==> config.mk <==
export PLATFORM = sky130hd
export DESIGN_NAME = rc_joystick_differential_drive_mixer_core
export DESIGN_NICKNAME = d
export VERILOG_FILES = /design/src/hw/rtl/rcjdm_pkg.sv /design/src/hw/rtl/rc_joystick_differential_drive_mixer_core.sv
export SDC_FILE = /design/constraint.sdc
export NUM_CORES = 2
export LEC_CHECK = 0
export ABC_AREA = 1
export BUFFER_PORTS_ARGS = -buffer_cell sky130_fd_sc_hd__buf_4
export CELL_PAD_IN_SITES_DETAIL_PLACEMENT = 1
export CELL_PAD_IN_SITES_GLOBAL_PLACEMENT = 1
export CORE_MARGIN = 2
export CORE_UTILIZATION = 41
export CTS_CLUSTER_DIAMETER = 100
export DETAILED_ROUTE_END_ITERATION = 8
export GPL_TIMING_DRIVEN = 1
export PLACE_DENSITY_LB_ADDON = 0.1
export SKIP_LAST_GASP = 1
export SYNTH_ARGS = -nofsm -noshare
export SYNTH_HDL_FRONTEND = slang
export SYNTH_SLANG_ARGS = --single-unit
==> constraint.sdc <==
create_clock -name clk_i -period 6 [get_ports clk_i]
set_input_delay 0.6 -clock clk_i [delete_from_list [all_inputs] [get_ports clk_i]]
set_output_delay 0.6 -clock clk_i [all_outputs]
set_load 0.02 [all_outputs]
==> src/hw/rtl/rcjdm_pkg.sv <==
`default_nettype none

package rcjdm_pkg;

  // Register map, indexed by paddr[3:2].
  localparam logic [1:0] REG_MOTOR_IDLE     = 2'd0;
  localparam logic [1:0] REG_STICK_DEADBAND = 2'd1;
  localparam logic [1:0] REG_SPEED_PERCENT  = 2'd2;
  localparam logic [1:0] REG_TURN_PERCENT   = 2'd3;

  localparam int unsigned CFG_W = 7;

  localparam logic [CFG_W-1:0] IDLE_RST     = 7'd75;
  localparam logic [CFG_W-1:0] DEADBAND_RST = 7'd20;
  localparam logic [CFG_W-1:0] SPEED_RST    = 7'd60;
  localparam logic [CFG_W-1:0] TURN_RST     = 7'd80;
  localparam logic [CFG_W-1:0] PCT_MIN      = 7'd20;
  localparam logic [CFG_W-1:0] PCT_MAX      = 7'd100;

  // Stick mapping: pulse 2012 maps to +255 and 989 to -255, centre to 0.
  localparam logic signed [13:0] PULSE_TOP = 14'sd2012;
  localparam logic signed [11:0] AXIS_OFS  = 12'sd255;

  // Reciprocal constants for division by 1023, 100 and 255.
  localparam logic [10:0] RECIP_1023 = 11'd1025;   // / 2^20
  localparam logic [13:0] RECIP_100  = 14'd10485;  // / 2^20
  localparam logic [16:0] RECIP_255  = 17'd65793;  // / 2^24

  typedef enum logic [1:0] {
    DIR_STOP = 2'd0,
    DIR_FWD  = 2'd1,
    DIR_REV  = 2'd2
  } dir_e;

  // Saturate a written value to lo..hi.
  function automatic logic [CFG_W-1:0] sat_cfg(input logic [CFG_W-1:0] v,
                                               input logic [CFG_W-1:0] lo,
                                               input logic [CFG_W-1:0] hi);
    logic [CFG_W-1:0] r;
    r = v;
    if (v < lo) r = lo;
    if (v > hi) r = hi;
    return r;
  endfunction

endpackage

`default_nettype wire

==> src/hw/rtl/rc_joystick_differential_drive_mixer_core.sv <==
`default_nettype none

// Arcade-drive mixer for two RC stick pulse widths.
// An input item carries the throttle (pulse_x_i) and turn (pulse_y_i) pulse
// widths in microseconds; each result item gives, per wheel, a clamped signed
// speed, a direction code and a PWM duty.
// Both channels use valid and stall: an item moves at a rising edge where
// valid is high and stall is low.
// The datapath is a 14-stage pipeline. When nothing stalls, one item can be
// taken every cycle, so throughput is one item per clock. The depth follows
// from the chain of constant divisions (by 1023, 100 and 255), each done as a
// reciprocal multiply in one stage and a remainder correction in the next.
// When the receiver stalls, the output item holds and empty stages ahead of it
// keep filling; the input stalls only once every stage holds an item.
// Reset clears all stage valid bits and loads the configuration registers with
// idle 75, deadband 20, speed 60 % and turn 80 %. Configuration is written
// over the APB-style port and saturates to each register's range; it is read
// live by the pipeline, so it should be changed only while the block is empty.
module rc_joystick_differential_drive_mixer_core (
  input  wire logic        clk_i,
  input  wire logic        rst_ni,
  // Input channel
  input  wire logic        in_valid_i,
  output logic             in_stall_o,
  input  wire logic [11:0] pulse_x_i,
  input  wire logic [11:0] pulse_y_i,
  // Output channel
  output logic             out_valid_o,
  input  wire logic        out_stall_i,
  output logic signed [8:0] left_speed_o,
  output logic [1:0]       left_direction_o,
  output logic [7:0]       left_duty_o,
  output logic signed [8:0] right_speed_o,
  output logic [1:0]       right_direction_o,
  output logic [7:0]       right_duty_o,
  // Configuration port
  input  wire logic        psel,
  input  wire logic        penable,
  input  wire logic        pwrite,
  input  wire logic [3:0]  paddr,
  input  wire logic [31:0] pwdata,
  output logic [31:0]      prdata,
  output logic             pready
);
  import rcjdm_pkg::*;

  localparam int unsigned NSTG = 14;

  // ---------------------------------------------------------------------------
  // Configuration registers
  // ---------------------------------------------------------------------------
  logic [CFG_W-1:0] motor_idle_q, stick_deadband_q, speed_percent_q, turn_percent_q;
  logic [CFG_W-1:0] wr_val;
  logic             wr_en;

  assign pready = 1'b1;
  assign wr_en  = psel && penable && pwrite;
  assign wr_val = pwdata[CFG_W-1:0];

  always_ff @(posedge clk_i or negedge rst_ni) begin
    if (!rst_ni) begin
      motor_idle_q     <= IDLE_RST;
      stick_deadband_q <= DEADBAND_RST;
      speed_percent_q  <= SPEED_RST;
      turn_percent_q   <= TURN_RST;
    end else if (wr_en) begin
      unique case (paddr[3:2])
        REG_MOTOR_IDLE:     motor_idle_q     <= sat_cfg(wr_val, 7'd0, PCT_MAX);
        REG_STICK_DEADBAND: stick_deadband_q <= sat_cfg(wr_val, 7'd0, PCT_MAX);
        REG_SPEED_PERCENT:  speed_percent_q  <= sat_cfg(wr_val, PCT_MIN, PCT_MAX);
        REG_TURN_PERCENT:   turn_percent_q   <= sat_cfg(wr_val, PCT_MIN, PCT_MAX);
        default: ;
      endcase
    end
  end

  always_comb begin
    prdata = '0;
    unique case (paddr[3:2])
      REG_MOTOR_IDLE:     prdata[CFG_W-1:0] = motor_idle_q;
      REG_STICK_DEADBAND: prdata[CFG_W-1:0] = stick_deadband_q;
      REG_SPEED_PERCENT:  prdata[CFG_W-1:0] = speed_percent_q;
      REG_TURN_PERCENT:   prdata[CFG_W-1:0] = turn_percent_q;
      default:            prdata = '0;
    endcase
  end

  // ---------------------------------------------------------------------------
  // Pipeline control. A stage may load when it is empty or when the stage
  // after it loads too, so bubbles are squeezed out under a stall.
  // ---------------------------------------------------------------------------
  logic [NSTG:1] vld_q;
  logic [NSTG:1] en;

  always_comb begin
    en[NSTG] = !vld_q[NSTG] || !out_stall_i;
    for (int k = NSTG - 1; k >= 1; k--) begin
      en[k] = !vld_q[k] || en[k+1];
    end
  end

  assign in_stall_o  = !en[1];
  assign out_valid_o = vld_q[NSTG];

  always_ff @(posedge clk_i or negedge rst_ni) begin
    if (!rst_ni) begin
      vld_q <= '0;
    end else begin
      if (en[1]) vld_q[1] <= in_valid_i;
      for (int k = 2; k <= NSTG; k++) begin
        if (en[k]) vld_q[k] <= vld_q[k-1];
      end
    end
  end

  // ---------------------------------------------------------------------------
  // Stage 1: offset from the top of the span, magnitude times 510.
  // Lane 0 is the throttle axis, lane 1 the turn axis.
  // ---------------------------------------------------------------------------
  logic [11:0]        pulse [2];
  logic signed [13:0] ofs_d [2];
  logic [11:0]        ofs_mag [2];
  logic [20:0]        x1_d [2];
  logic               n1_d [2];
  logic [20:0]        x1_q [2];
  logic               n1_q [2];

  assign pulse[0] = pulse_x_i;
  assign pulse[1] = pulse_y_i;

  always_comb begin
    for (int i = 0; i < 2; i++) begin
      ofs_d[i]   = $signed({2'b00, pulse[i]}) - PULSE_TOP;
      n1_d[i]    = ofs_d[i][13];
      ofs_mag[i] = n1_d[i] ? 12'(-ofs_d[i]) : ofs_d[i][11:0];
      x1_d[i]    = {ofs_mag[i], 9'd0} - {8'd0, ofs_mag[i], 1'b0};
    end
  end

  always_ff @(posedge clk_i) begin
    if (en[1]) begin
      x1_q <= x1_d;
      n1_q <= n1_d;
    end
  end

  // Stage 2: quotient estimate for / 1023, exact or one low.
  logic [30:0] e2_d [2];
  logic [20:0] x2_q [2];
  logic [10:0] q2_q [2];
  logic        n2_q [2];

  always_comb begin
    for (int i = 0; i < 2; i++) begin
      e2_d[i] = 31'(x1_q[i]) * 31'(RECIP_1023);
    end
  end

  always_ff @(posedge clk_i) begin
    if (en[2]) begin
      x2_q <= x1_q;
      n2_q <= n1_q;
      for (int i = 0; i < 2; i++) q2_q[i] <= e2_d[i][30:20];
    end
  end

  // Stage 3: remainder correction and sign.
  logic [20:0]        r3_d [2];
  logic [10:0]        q3_d [2];
  logic signed [11:0] q3_q [2];

  always_comb begin
    for (int i = 0; i < 2; i++) begin
      r3_d[i] = x2_q[i] - ({q2_q[i], 10'd0} - {10'd0, q2_q[i]});
      q3_d[i] = q2_q[i] + 11'(r3_d[i] >= 21'd1023);
    end
  end

  always_ff @(posedge clk_i) begin
    if (en[3]) begin
      for (int i = 0; i < 2; i++) begin
        q3_q[i] <= n2_q[i] ? -$signed({1'b0, q3_d[i]}) : $signed({1'b0, q3_d[i]});
      end
    end
  end

  // Stage 4: add the 255 offset and apply the deadband.
  logic signed [11:0] m4_d [2];
  logic [10:0]        mag4_d [2];
  logic signed [11:0] j4_q [2];

  always_comb begin
    for (int i = 0; i < 2; i++) begin
      m4_d[i]   = q3_q[i] + AXIS_OFS;
      mag4_d[i] = m4_d[i][11] ? 11'(-m4_d[i]) : m4_d[i][10:0];
    end
  end

  always_ff @(posedge clk_i) begin
    if (en[4]) begin
      for (int i = 0; i < 2; i++) begin
        j4_q[i] <= (mag4_d[i] < {4'd0, stick_deadband_q}) ? 12'sd0 : m4_d[i];
      end
    end
  end

  // Stage 5: turn magnitude times turn percent.
  logic [10:0]        ty5_mag;
  logic [17:0]        tp5_d;
  logic signed [11:0] jx5_q;
  logic [16:0]        tp5_q;
  logic               tn5_q;

  assign ty5_mag = j4_q[1][11] ? 11'(-j4_q[1]) : j4_q[1][10:0];
  assign tp5_d   = 18'(ty5_mag) * 18'(turn_percent_q);

  always_ff @(posedge clk_i) begin
    if (en[5]) begin
      jx5_q <= j4_q[0];
      tp5_q <= tp5_d[16:0];
      tn5_q <= j4_q[1][11];
    end
  end

  // Stage 6: quotient estimate for / 100.
  logic [31:0]        e6_d;
  logic signed [11:0] jx6_q;
  logic [16:0]        tp6_q;
  logic [10:0]        tq6_q;
  logic               tn6_q;

  assign e6_d = 32'(tp5_q) * 32'(RECIP_100);

  always_ff @(posedge clk_i) begin
    if (en[6]) begin
      jx6_q <= jx5_q;
      tp6_q <= tp5_q;
      tq6_q <= e6_d[30:20];
      tn6_q <= tn5_q;
    end
  end

  // Stage 7: correction, giving the scaled turn value.
  logic [17:0]        tm7_d;
  logic [16:0]        tr7_d;
  logic [10:0]        tq7_d;
  logic signed [11:0] jx7_q;
  logic signed [11:0] jy7_q;

  assign tm7_d = 18'(tq6_q) * 18'd100;
  assign tr7_d = tp6_q - tm7_d[16:0];
  assign tq7_d = tq6_q + 11'(tr7_d >= 17'd100);

  always_ff @(posedge clk_i) begin
    if (en[7]) begin
      jx7_q <= jx6_q;
      jy7_q <= tn6_q ? -$signed({1'b0, tq7_d}) : $signed({1'b0, tq7_d});
    end
  end

  // Stage 8: arcade mixing. Zero throttle spins in place.
  logic signed [12:0] mx8, my8;
  logic signed [12:0] ml8_d, mr8_d;
  logic signed [12:0] w8_q [2];

  always_comb begin
    mx8   = 13'(jx7_q);
    my8   = 13'(jy7_q);
    ml8_d = mx8;
    mr8_d = mx8;
    if (my8 > 13'sd0) begin
      if (mx8 > 13'sd0) begin
        mr8_d = mx8 - my8;
      end else if (mx8 < 13'sd0) begin
        mr8_d = mx8 + my8;
      end else begin
        ml8_d = my8;
        mr8_d = -my8;
      end
    end else if (my8 < 13'sd0) begin
      if (mx8 > 13'sd0) begin
        ml8_d = mx8 + my8;
      end else if (mx8 < 13'sd0) begin
        ml8_d = mx8 - my8;
      end else begin
        ml8_d = my8;
        mr8_d = -my8;
      end
    end
  end

  always_ff @(posedge clk_i) begin
    if (en[8]) begin
      w8_q[0] <= ml8_d;
      w8_q[1] <= mr8_d;
    end
  end

  // From here lane 0 is the left wheel and lane 1 the right wheel.
  // Stage 9: wheel magnitude times speed percent.
  logic [11:0] wm9_d [2];
  logic [18:0] wp9_d [2];
  logic [17:0] wp9_q [2];
  logic        wn9_q [2];

  always_comb begin
    for (int i = 0; i < 2; i++) begin
      wm9_d[i] = w8_q[i][12] ? 12'(-w8_q[i]) : w8_q[i][11:0];
      wp9_d[i] = 19'(wm9_d[i]) * 19'(speed_percent_q);
    end
  end

  always_ff @(posedge clk_i) begin
    if (en[9]) begin
      for (int i = 0; i < 2; i++) begin
        wp9_q[i] <= wp9_d[i][17:0];
        wn9_q[i] <= w8_q[i][12];
      end
    end
  end

  // Stage 10: quotient estimate for / 100.
  logic [31:0] e10_d [2];
  logic [17:0] wp10_q [2];
  logic [11:0] wq10_q [2];
  logic        wn10_q [2];

  always_comb begin
    for (int i = 0; i < 2; i++) begin
      e10_d[i] = 32'(wp9_q[i]) * 32'(RECIP_100);
    end
  end

  always_ff @(posedge clk_i) begin
    if (en[10]) begin
      wp10_q <= wp9_q;
      wn10_q <= wn9_q;
      for (int i = 0; i < 2; i++) wq10_q[i] <= e10_d[i][31:20];
    end
  end

  // Stage 11: correction and clamp of the magnitude to 255.
  logic [18:0] wm11_d [2];
  logic [17:0] wr11_d [2];
  logic [11:0] wq11_d [2];
  logic [7:0]  a11_q [2];
  logic        n11_q [2];

  always_comb begin
    for (int i = 0; i < 2; i++) begin
      wm11_d[i] = 19'(wq10_q[i]) * 19'd100;
      wr11_d[i] = wp10_q[i] - wm11_d[i][17:0];
      wq11_d[i] = wq10_q[i] + 12'(wr11_d[i] >= 18'd100);
    end
  end

  always_ff @(posedge clk_i) begin
    if (en[11]) begin
      n11_q <= wn10_q;
      for (int i = 0; i < 2; i++) begin
        a11_q[i] <= (wq11_d[i] > 12'd255) ? 8'd255 : wq11_d[i][7:0];
      end
    end
  end

  // Stage 12: signed speed, direction, and magnitude times (255 - idle).
  logic [7:0]        idle_span;
  logic [15:0]       t12_d [2];
  dir_e              dir12_d [2];
  logic signed [8:0] sp12_q [2];
  dir_e              dir12_q [2];
  logic [15:0]       t12_q [2];

  assign idle_span = 8'd255 - 8'(motor_idle_q);

  always_comb begin
    for (int i = 0; i < 2; i++) begin
      t12_d[i] = 16'(a11_q[i]) * 16'(idle_span);
      if (a11_q[i] == 8'd0) begin
        dir12_d[i] = DIR_STOP;
      end else if (n11_q[i]) begin
        dir12_d[i] = DIR_REV;
      end else begin
        dir12_d[i] = DIR_FWD;
      end
    end
  end

  always_ff @(posedge clk_i) begin
    if (en[12]) begin
      t12_q   <= t12_d;
      dir12_q <= dir12_d;
      for (int i = 0; i < 2; i++) begin
        sp12_q[i] <= n11_q[i] ? -$signed({1'b0, a11_q[i]}) : $signed({1'b0, a11_q[i]});
      end
    end
  end

  // Stage 13: quotient estimate for / 255.
  logic [32:0]       e13_d [2];
  logic signed [8:0] sp13_q [2];
  dir_e              dir13_q [2];
  logic [15:0]       t13_q [2];
  logic [7:0]        q13_q [2];

  always_comb begin
    for (int i = 0; i < 2; i++) begin
      e13_d[i] = 33'(t12_q[i]) * 33'(RECIP_255);
    end
  end

  always_ff @(posedge clk_i) begin
    if (en[13]) begin
      sp13_q  <= sp12_q;
      dir13_q <= dir12_q;
      t13_q   <= t12_q;
      for (int i = 0; i < 2; i++) q13_q[i] <= e13_d[i][31:24];
    end
  end

  // Stage 14: correction and idle offset; a duty not above idle gives zero.
  logic [15:0]       m14_d [2];
  logic [15:0]       r14_d [2];
  logic [7:0]        q14_d [2];
  logic signed [8:0] sp14_q [2];
  dir_e              dir14_q [2];
  logic [7:0]        duty14_q [2];

  always_comb begin
    for (int i = 0; i < 2; i++) begin
      m14_d[i] = {q13_q[i], 8'd0} - {8'd0, q13_q[i]};
      r14_d[i] = t13_q[i] - m14_d[i];
      q14_d[i] = q13_q[i] + 8'(r14_d[i] >= 16'd255);
    end
  end

  always_ff @(posedge clk_i) begin
    if (en[14]) begin
      sp14_q  <= sp13_q;
      dir14_q <= dir13_q;
      for (int i = 0; i < 2; i++) begin
        duty14_q[i] <= (q14_d[i] == 8'd0) ? 8'd0 : q14_d[i] + 8'(motor_idle_q);
      end
    end
  end

  assign left_speed_o      = sp14_q[0];
  assign left_direction_o  = dir14_q[0];
  assign left_duty_o       = duty14_q[0];
  assign right_speed_o     = sp14_q[1];
  assign right_direction_o = dir14_q[1];
  assign right_duty_o      = duty14_q[1];

endmodule

`default_nettype wire
# Yosys cells after proc, flatten, opt, wreduce, memory -nomap -nowiden
# Memories as Yosys holds them, arrays and structs flattened. A register that Yosys moved wholly into a read port is not among the register bits.
# Cells that the tools add are included.
[totals]
regBits = 421
latch_bits = 0
ram_bits = 168
romBits = 0
input_bits = 67
out_inout_bits = 73
word_cells = 243
mem_count = 8
[mem_list]
columns = ["memory", "words", "width", "read_ports", "rd_ports_with_merged_regs", "wr", "line_no", "source"]
rows = [
  ["w8_q", 2, 13, 2, 0, 2, "rc_joystick_differential_drive_mixer_core.sv:264", "logic signed [12:0] w8_q [2];"],
  ["j4_q", 2, 12, 2, 1, 2, "rc_joystick_differential_drive_mixer_core.sv:190", "logic signed [11:0] j4_q [2];"],
  ["q3_q", 2, 12, 2, 0, 2, "rc_joystick_differential_drive_mixer_core.sv:170", "logic signed [11:0] q3_q [2];"],
  ["wq10_q", 2, 12, 2, 0, 2, "rc_joystick_differential_drive_mixer_core.sv:325", "logic [11:0] wq10_q [2];"],
  ["q2_q", 2, 11, 2, 0, 2, "rc_joystick_differential_drive_mixer_core.sv:150", "logic [10:0] q2_q [2];"],
  ["a11_q", 2, 8, 2, 0, 2, "rc_joystick_differential_drive_mixer_core.sv:346", "logic [7:0] a11_q [2];"],
  ["2 more memories", "--", "--", "--", "--", "--", "--", ""],
]
[classes]
add_sub_neg = 42
n_mul = 15
n_div = 0
magnitude_cmp = 18
n_eq_ne = 3
shift = 0
muxes = 53
bitwise_logic = 0
n_reduce_logical = 41
[ops]
columns = ["cell", "count"]
rows = [
  ["2-to-1 mux 13 bit", 12],
  ["2-to-1 mux 12 bit", 8],
  ["multiplier 16 x 17 -> 32 bit (second input constant)", 2],
  ["multiplier 18 x 14 -> 32 bit (second input constant)", 2],
  ["multiplier 21 x 11 -> 31 bit (second input constant)", 2],
  ["2-to-1 mux 8 bit", 6],
  ["negator 12 bit", 4],
  ["2-to-1 mux 11 bit", 4],
  ["greater-or-equal comparator 21 x 10 -> 1 bit (second input constant)", 2],
  ["subtractor 21 x 11 -> 21 bit", 2],
  ["subtractor 21 x 13 -> 21 bit", 2],
  ["subtractor 21 bit", 2],
  ["greater-or-equal comparator 18 x 7 -> 1 bit (second input constant)", 2],
  ["multiplier 12 x 7 -> 18 bit", 2],
  ["negator 11 -> 12 bit", 3],
  ["subtractor 18 bit", 2],
  ["adder 11 x 1 -> 11 bit", 3],
  ["negator 11 bit", 3],
  ["greater-or-equal comparator 16 x 8 -> 1 bit (second input constant)", 2],
  ["logical NOT 8 bit", 4],
  ["multiplier 12 x 5 -> 16 bit (second input constant)", 2],
  ["multiplier 8 x 8 -> 16 bit", 2],
  ["subtractor 16 bit", 2],
  ["subtractor 16 x 8 -> 16 bit", 2],
  ["33 further kinds", 95],
]

# Logic depth before layout (Yosys ltp)
[logic_depth]
ltp_word = 16
ltp_mapped = 36

# Worst setup path before layout
# OpenSTA, ideal clock, no wires.
[synth_timing]
path_kind = "input port to output port"
start = "input out_stall_i"
end = "output in_stall_o"
t_arrival_ns = 5.057
required_time_ns = 5.400
slack_ns = 0.343
cell_stages = 9
n_path_buf = 0
path_cell_list = "nand4_2 -> or2_4 -> nor2_4 -> nand4_4 -> nor2_4 -> nand4_2 -> nor2_1 -> nand2_1 -> inv_1"
[synth_via]
elab_chain_len = 16
[synth_rtl]
columns = ["element", "line_no", "source"]
rows = [
  ["start, declared", "rc_joystick_differential_drive_mixer_core.sv:29", "input wire logic out_stall_i,"],
  ["logical NOT 1 bit", "rc_joystick_differential_drive_mixer_core.sv:96", "en[NSTG] = !vld_q[NSTG] || !out_stall_i;"],
  ["logical OR 1 bit", "rc_joystick_differential_drive_mixer_core.sv:96", ""],
  ["logical OR 1 bit (3 in series)", "rc_joystick_differential_drive_mixer_core.sv:98", "en[k] = !vld_q[k] || en[k+1];"],
  ["named net en, one bit", "rc_joystick_differential_drive_mixer_core.sv:93", "logic [NSTG:1] en;"],
  ["logical OR 1 bit (4 in series)", "rc_joystick_differential_drive_mixer_core.sv:98", ""],
  ["named net en, one bit", "rc_joystick_differential_drive_mixer_core.sv:93", ""],
  ["logical OR 1 bit (4 in series)", "rc_joystick_differential_drive_mixer_core.sv:98", ""],
  ["named net en, one bit", "rc_joystick_differential_drive_mixer_core.sv:93", ""],
  ["logical OR 1 bit (2 in series)", "rc_joystick_differential_drive_mixer_core.sv:98", ""],
  ["logical NOT 1 bit", "rc_joystick_differential_drive_mixer_core.sv:102", "assign in_stall_o = !en[1];"],
  ["end, declared", "rc_joystick_differential_drive_mixer_core.sv:24", "output logic in_stall_o,"],
]
# The timed path passes the listed nets, and every way through them passes these cells.

# Worst setup path in the final report
[layout_timing]
start = "register tq6_q[5]"
end = "register jy7_q[10], data pin"
[layout_via]
elab_chain_len = 6
[layout_rtl]
columns = ["element", "line_no", "source"]
rows = [
  ["start, declared", "rc_joystick_differential_drive_mixer_core.sv:229", "logic [10:0] tq6_q;"],
  ["start signal, assigned", "rc_joystick_differential_drive_mixer_core.sv:238", "tq6_q <= e6_d[30:20];"],
  ["multiplier 11 x 5 -> 15 bit", "rc_joystick_differential_drive_mixer_core.sv:250", "assign tm7_d = 18'(tq6_q) * 18'd100;"],
  ["subtractor 17 bit", "rc_joystick_differential_drive_mixer_core.sv:251", "assign tr7_d = tp6_q - tm7_d[16:0];"],
  ["greater-or-equal comparator 17 x 7 -> 1 bit", "rc_joystick_differential_drive_mixer_core.sv:252", "assign tq7_d = tq6_q + 11'(tr7_d >= 17'd100);"],
  ["adder 11 x 1 -> 11 bit (*)", "rc_joystick_differential_drive_mixer_core.sv:252", ""],
  ["negator 11 -> 12 bit", "rc_joystick_differential_drive_mixer_core.sv:257", "jy7_q <= tn6_q ? -$signed({1'b0, tq7_d}) : $signed({1'b0, tq7_d});"],
  ["2-to-1 mux 11 bit (*)", "rc_joystick_differential_drive_mixer_core.sv:257", ""],
  ["end signal, assigned", "rc_joystick_differential_drive_mixer_core.sv:257", ""],
  ["end, declared", "rc_joystick_differential_drive_mixer_core.sv:248", "logic signed [11:0] jy7_q;"],
]
# Every way passes the cells marked *; elsewhere a longest branch is shown, timed or not.
# A chain may end at the register's enable or synchronous reset.

==> impl_results.md <==
* Area after DPL at 69300 um^2
* Design Area, Final at 72400 um^2
* Final min period at 5.70 ns
* Synthesis-stage register bit count at 591
* Commonest non-fill, non-tap cell in the layout: inv_1
* Rel. slew slack at 31.2%
* Tcrit/Tclk final at 95.0%
* Post-route ant nets at 0
* Area grow syn2layout at 10.0%
* Cell variety after synth at 71
* Final setup violation count at 0
* Syn Inst Count at 7500
* FF+latch area at 17600 um^2
* Sinks on Clock Net at 591
* First-pass GRT wire length at 295000 um
* CP max stage delay at 0.50 ns
* CP endpoint kind: flop
* Min-Delay Path Class: in -> reg
* DRC violations left at 0
* Status: finished clean
* CP Class: reg -> reg
* FILL cells at 18.6k
* Yosys top cell area share at 25.1%
* Hold WS at 0.0942 ns
* Crit-path most repeated cell: nand2_1
* Max frequency at 0.175 GHz
* Critical path arrival at 6.14 ns
* Synth top area cells: edfxtp_1 (25%), ha_1 (20%), fa_1 (15%)
* Htree depth at 3
* Hpwl dp at 152000 um
* Tot GR Track Use at 22.6%
* CTS root buf: clkbuf_16
* # rows at 146
* Full die area at 164000 um^2
* Final Max Slew Viols at 0
* Initial Utilization at 41.4%
* Share of cells above drive strength 1 at 6.43%
* CP Data Required Time at 6.44 ns
* PortBufs at 86
* Clock transition at path regs at 0.06 ns
* Multi-input gate area at 42700 um^2
* Pin count of the biggest net entering global routing at 72
* Synthesis Warnings at 0
* Core area at 159000 um^2
* Nets at 9315
* Vias in the first global route at 54.9k
* Vias after detailed routing at 50.3k
* Post-synth EDFFs at 549
* Sequential share of the synthesized area at 26.7%
* Clk buf depth at 3
* Post-DR wirelength/cell at 18.4 um
* Maximum fanout along the worst path at 4
* Cell Area, Synth at 65800 um^2
* Max_cap viols at 0
* Highest-delay cell along the critical path: fa_1
* Worst skew pair latency at 0.70 ns
* Hold Vio Cnt, Final at 0
* Width of the die at 405 um
* Post-synth ARST share at 7.11%
* Commonest non-fill, non-tap cells in the layout: inv_1 (1420), nand2_1 (1339), ha_1 (1047)
* IO Pins at 140
* Worst Tran Pin Value at 1.03 ns
* Mean post-synth cell area at 8.77 um^2
* Placer Congestion at 0.864
* Synth area leader: edfxtp_1
* Worst clock skew at 0.0257 ns
* Die Height at 405 um
* Synth Flop Type: edfxtp_1
* Via-to-Cell Ratio at 5.12
* Detailed Route Iter0 Violations at 2128
* CTS Buf Count at 75
* Grt ovf at 0
* Initial antenna violation count at 2
* CTS tree: done
* DRT Pass-1 Iters at 5
* Crit start category: flop
* Final WL at 181000 um
-- kinds of logic after synthesis --
group	share of synthesized area (%)
other cells	0.0114
buf+inv	9.01
compound gates	7.28
fa+ha+maj	34.9
flops	26.7
simple gates	16.5
xor+xnor	5.63
-- synth_stat cells, drive strengths merged, types with 15 or more instances --
| library cell | n |
|---|---|
| inv | 1445 |
| nand2 | 1364 |
| ha | 1059 |
| nor2 | 612 |
| edfxtp | 549 |
| fa | 485 |
| a21oi | 361 |
| nand3 | 314 |
| xor2 | 310 |
| o21ai | 287 |
| xnor2 | 110 |
| nand4 | 104 |
| nor3 | 77 |
| clkbuf | 53 |
| a31oi | 42 |
| buf | 39 |
| a21o | 34 |
| dfrtp | 30 |
| or2 | 26 |
| nand3b | 24 |
| o211ai | 23 |
| o21bai | 19 |
| a211oi | 16 |
| nor4 | 15 |
-- final cells by class --
| cell class | instances | share of cell area, % |
|---|---|---|
| multi-input combinational | 5390 | 59.0 |
| sequential | 591 | 24.2 |
| inverter | 1451 | 7.53 |
| tap | 2072 | 3.58 |
| clock buffer | 79 | 2.63 |
| timing repair buffer | 195 | 2.03 |
| clock inverter | 58 | 1.02 |
| antenna | 1 | 0.00346 |
-- per-stage QoR --
step / std cells / setup slack (ns) / TNS [ns] / util (%)
after floorplan: 7524 / 0.343 / 0 / -
after global placement: 9676 / 0.0153 / 0 / 43.6
after detailed placement: 9676 / -0.0318 / -0.0318 / 43.6
after CTS: 9816 / 0.0175 / 0 / 45.3
after global routing: 9837 / -0.104 / -1.03 / 45.5
final: 9837 / 0.298 / 0 / 45.5
-- worst max-delay path, delay by kind of cell (launching register included) --
kind	cells	cell delay, ns
buffers and inverters	4	0.29
AO/OA/AOI/OAI	5	0.62
flip-flops	1	0.47
XOR/XNOR	2	0.32
adder cells (fa/ha/maj)	7	2.27
AND/OR/NAND/NOR	14	1.50
-- worst paths after layout --
path,startpoint,end,slack (ns),depth (start not counted)
max,tq6_q[5],jy7_q[10],0.30,32
min,in_valid_i,vld_q[1],0.09,2
max reg2reg,tq6_q[5],jy7_q[10],0.30,32
min reg2reg,jx6_q[6],jx7_q[6],0.42,0
max in group asynchronous,rst_ni,speed_percent_q[1],4.94,2
min in group asynchronous,rst_ni,vld_q[1],0.46,2
-- registers in the layout, indices dropped and copies added (netlist names), 24 cells and up --
signal	cells
j4_q	24
q3_q	24
t12_q	32
t13_q	32
w8_q	26
wp10_q	32
wp9_q	36
wq10_q	24
x1_q	40
x2_q	40
-- per-layer routing --
| layer | routed length, um | global-route usage (%) |
|---|---|---|
| met5 | 0 | 0 |
| met4 | 3500 | 4.70 |
| met3 | 4330 | 2.28 |
| met2 | 92000 | 41.3 |
| met1 | 81000 | 28.7 |
-- what timing repair did --
item,4_1_cts,5_1_grt
hold buffers,1,0
setup buffers,2,20
hold endpoints to repair,30,0
gates resized for setup,1,73
setup endpoints to repair,5,28
pin swaps,0,24
Power is left out: the tool's default activity adds up to more than one toggle a clock period on the data nets, which glitch-free logic cannot reach.
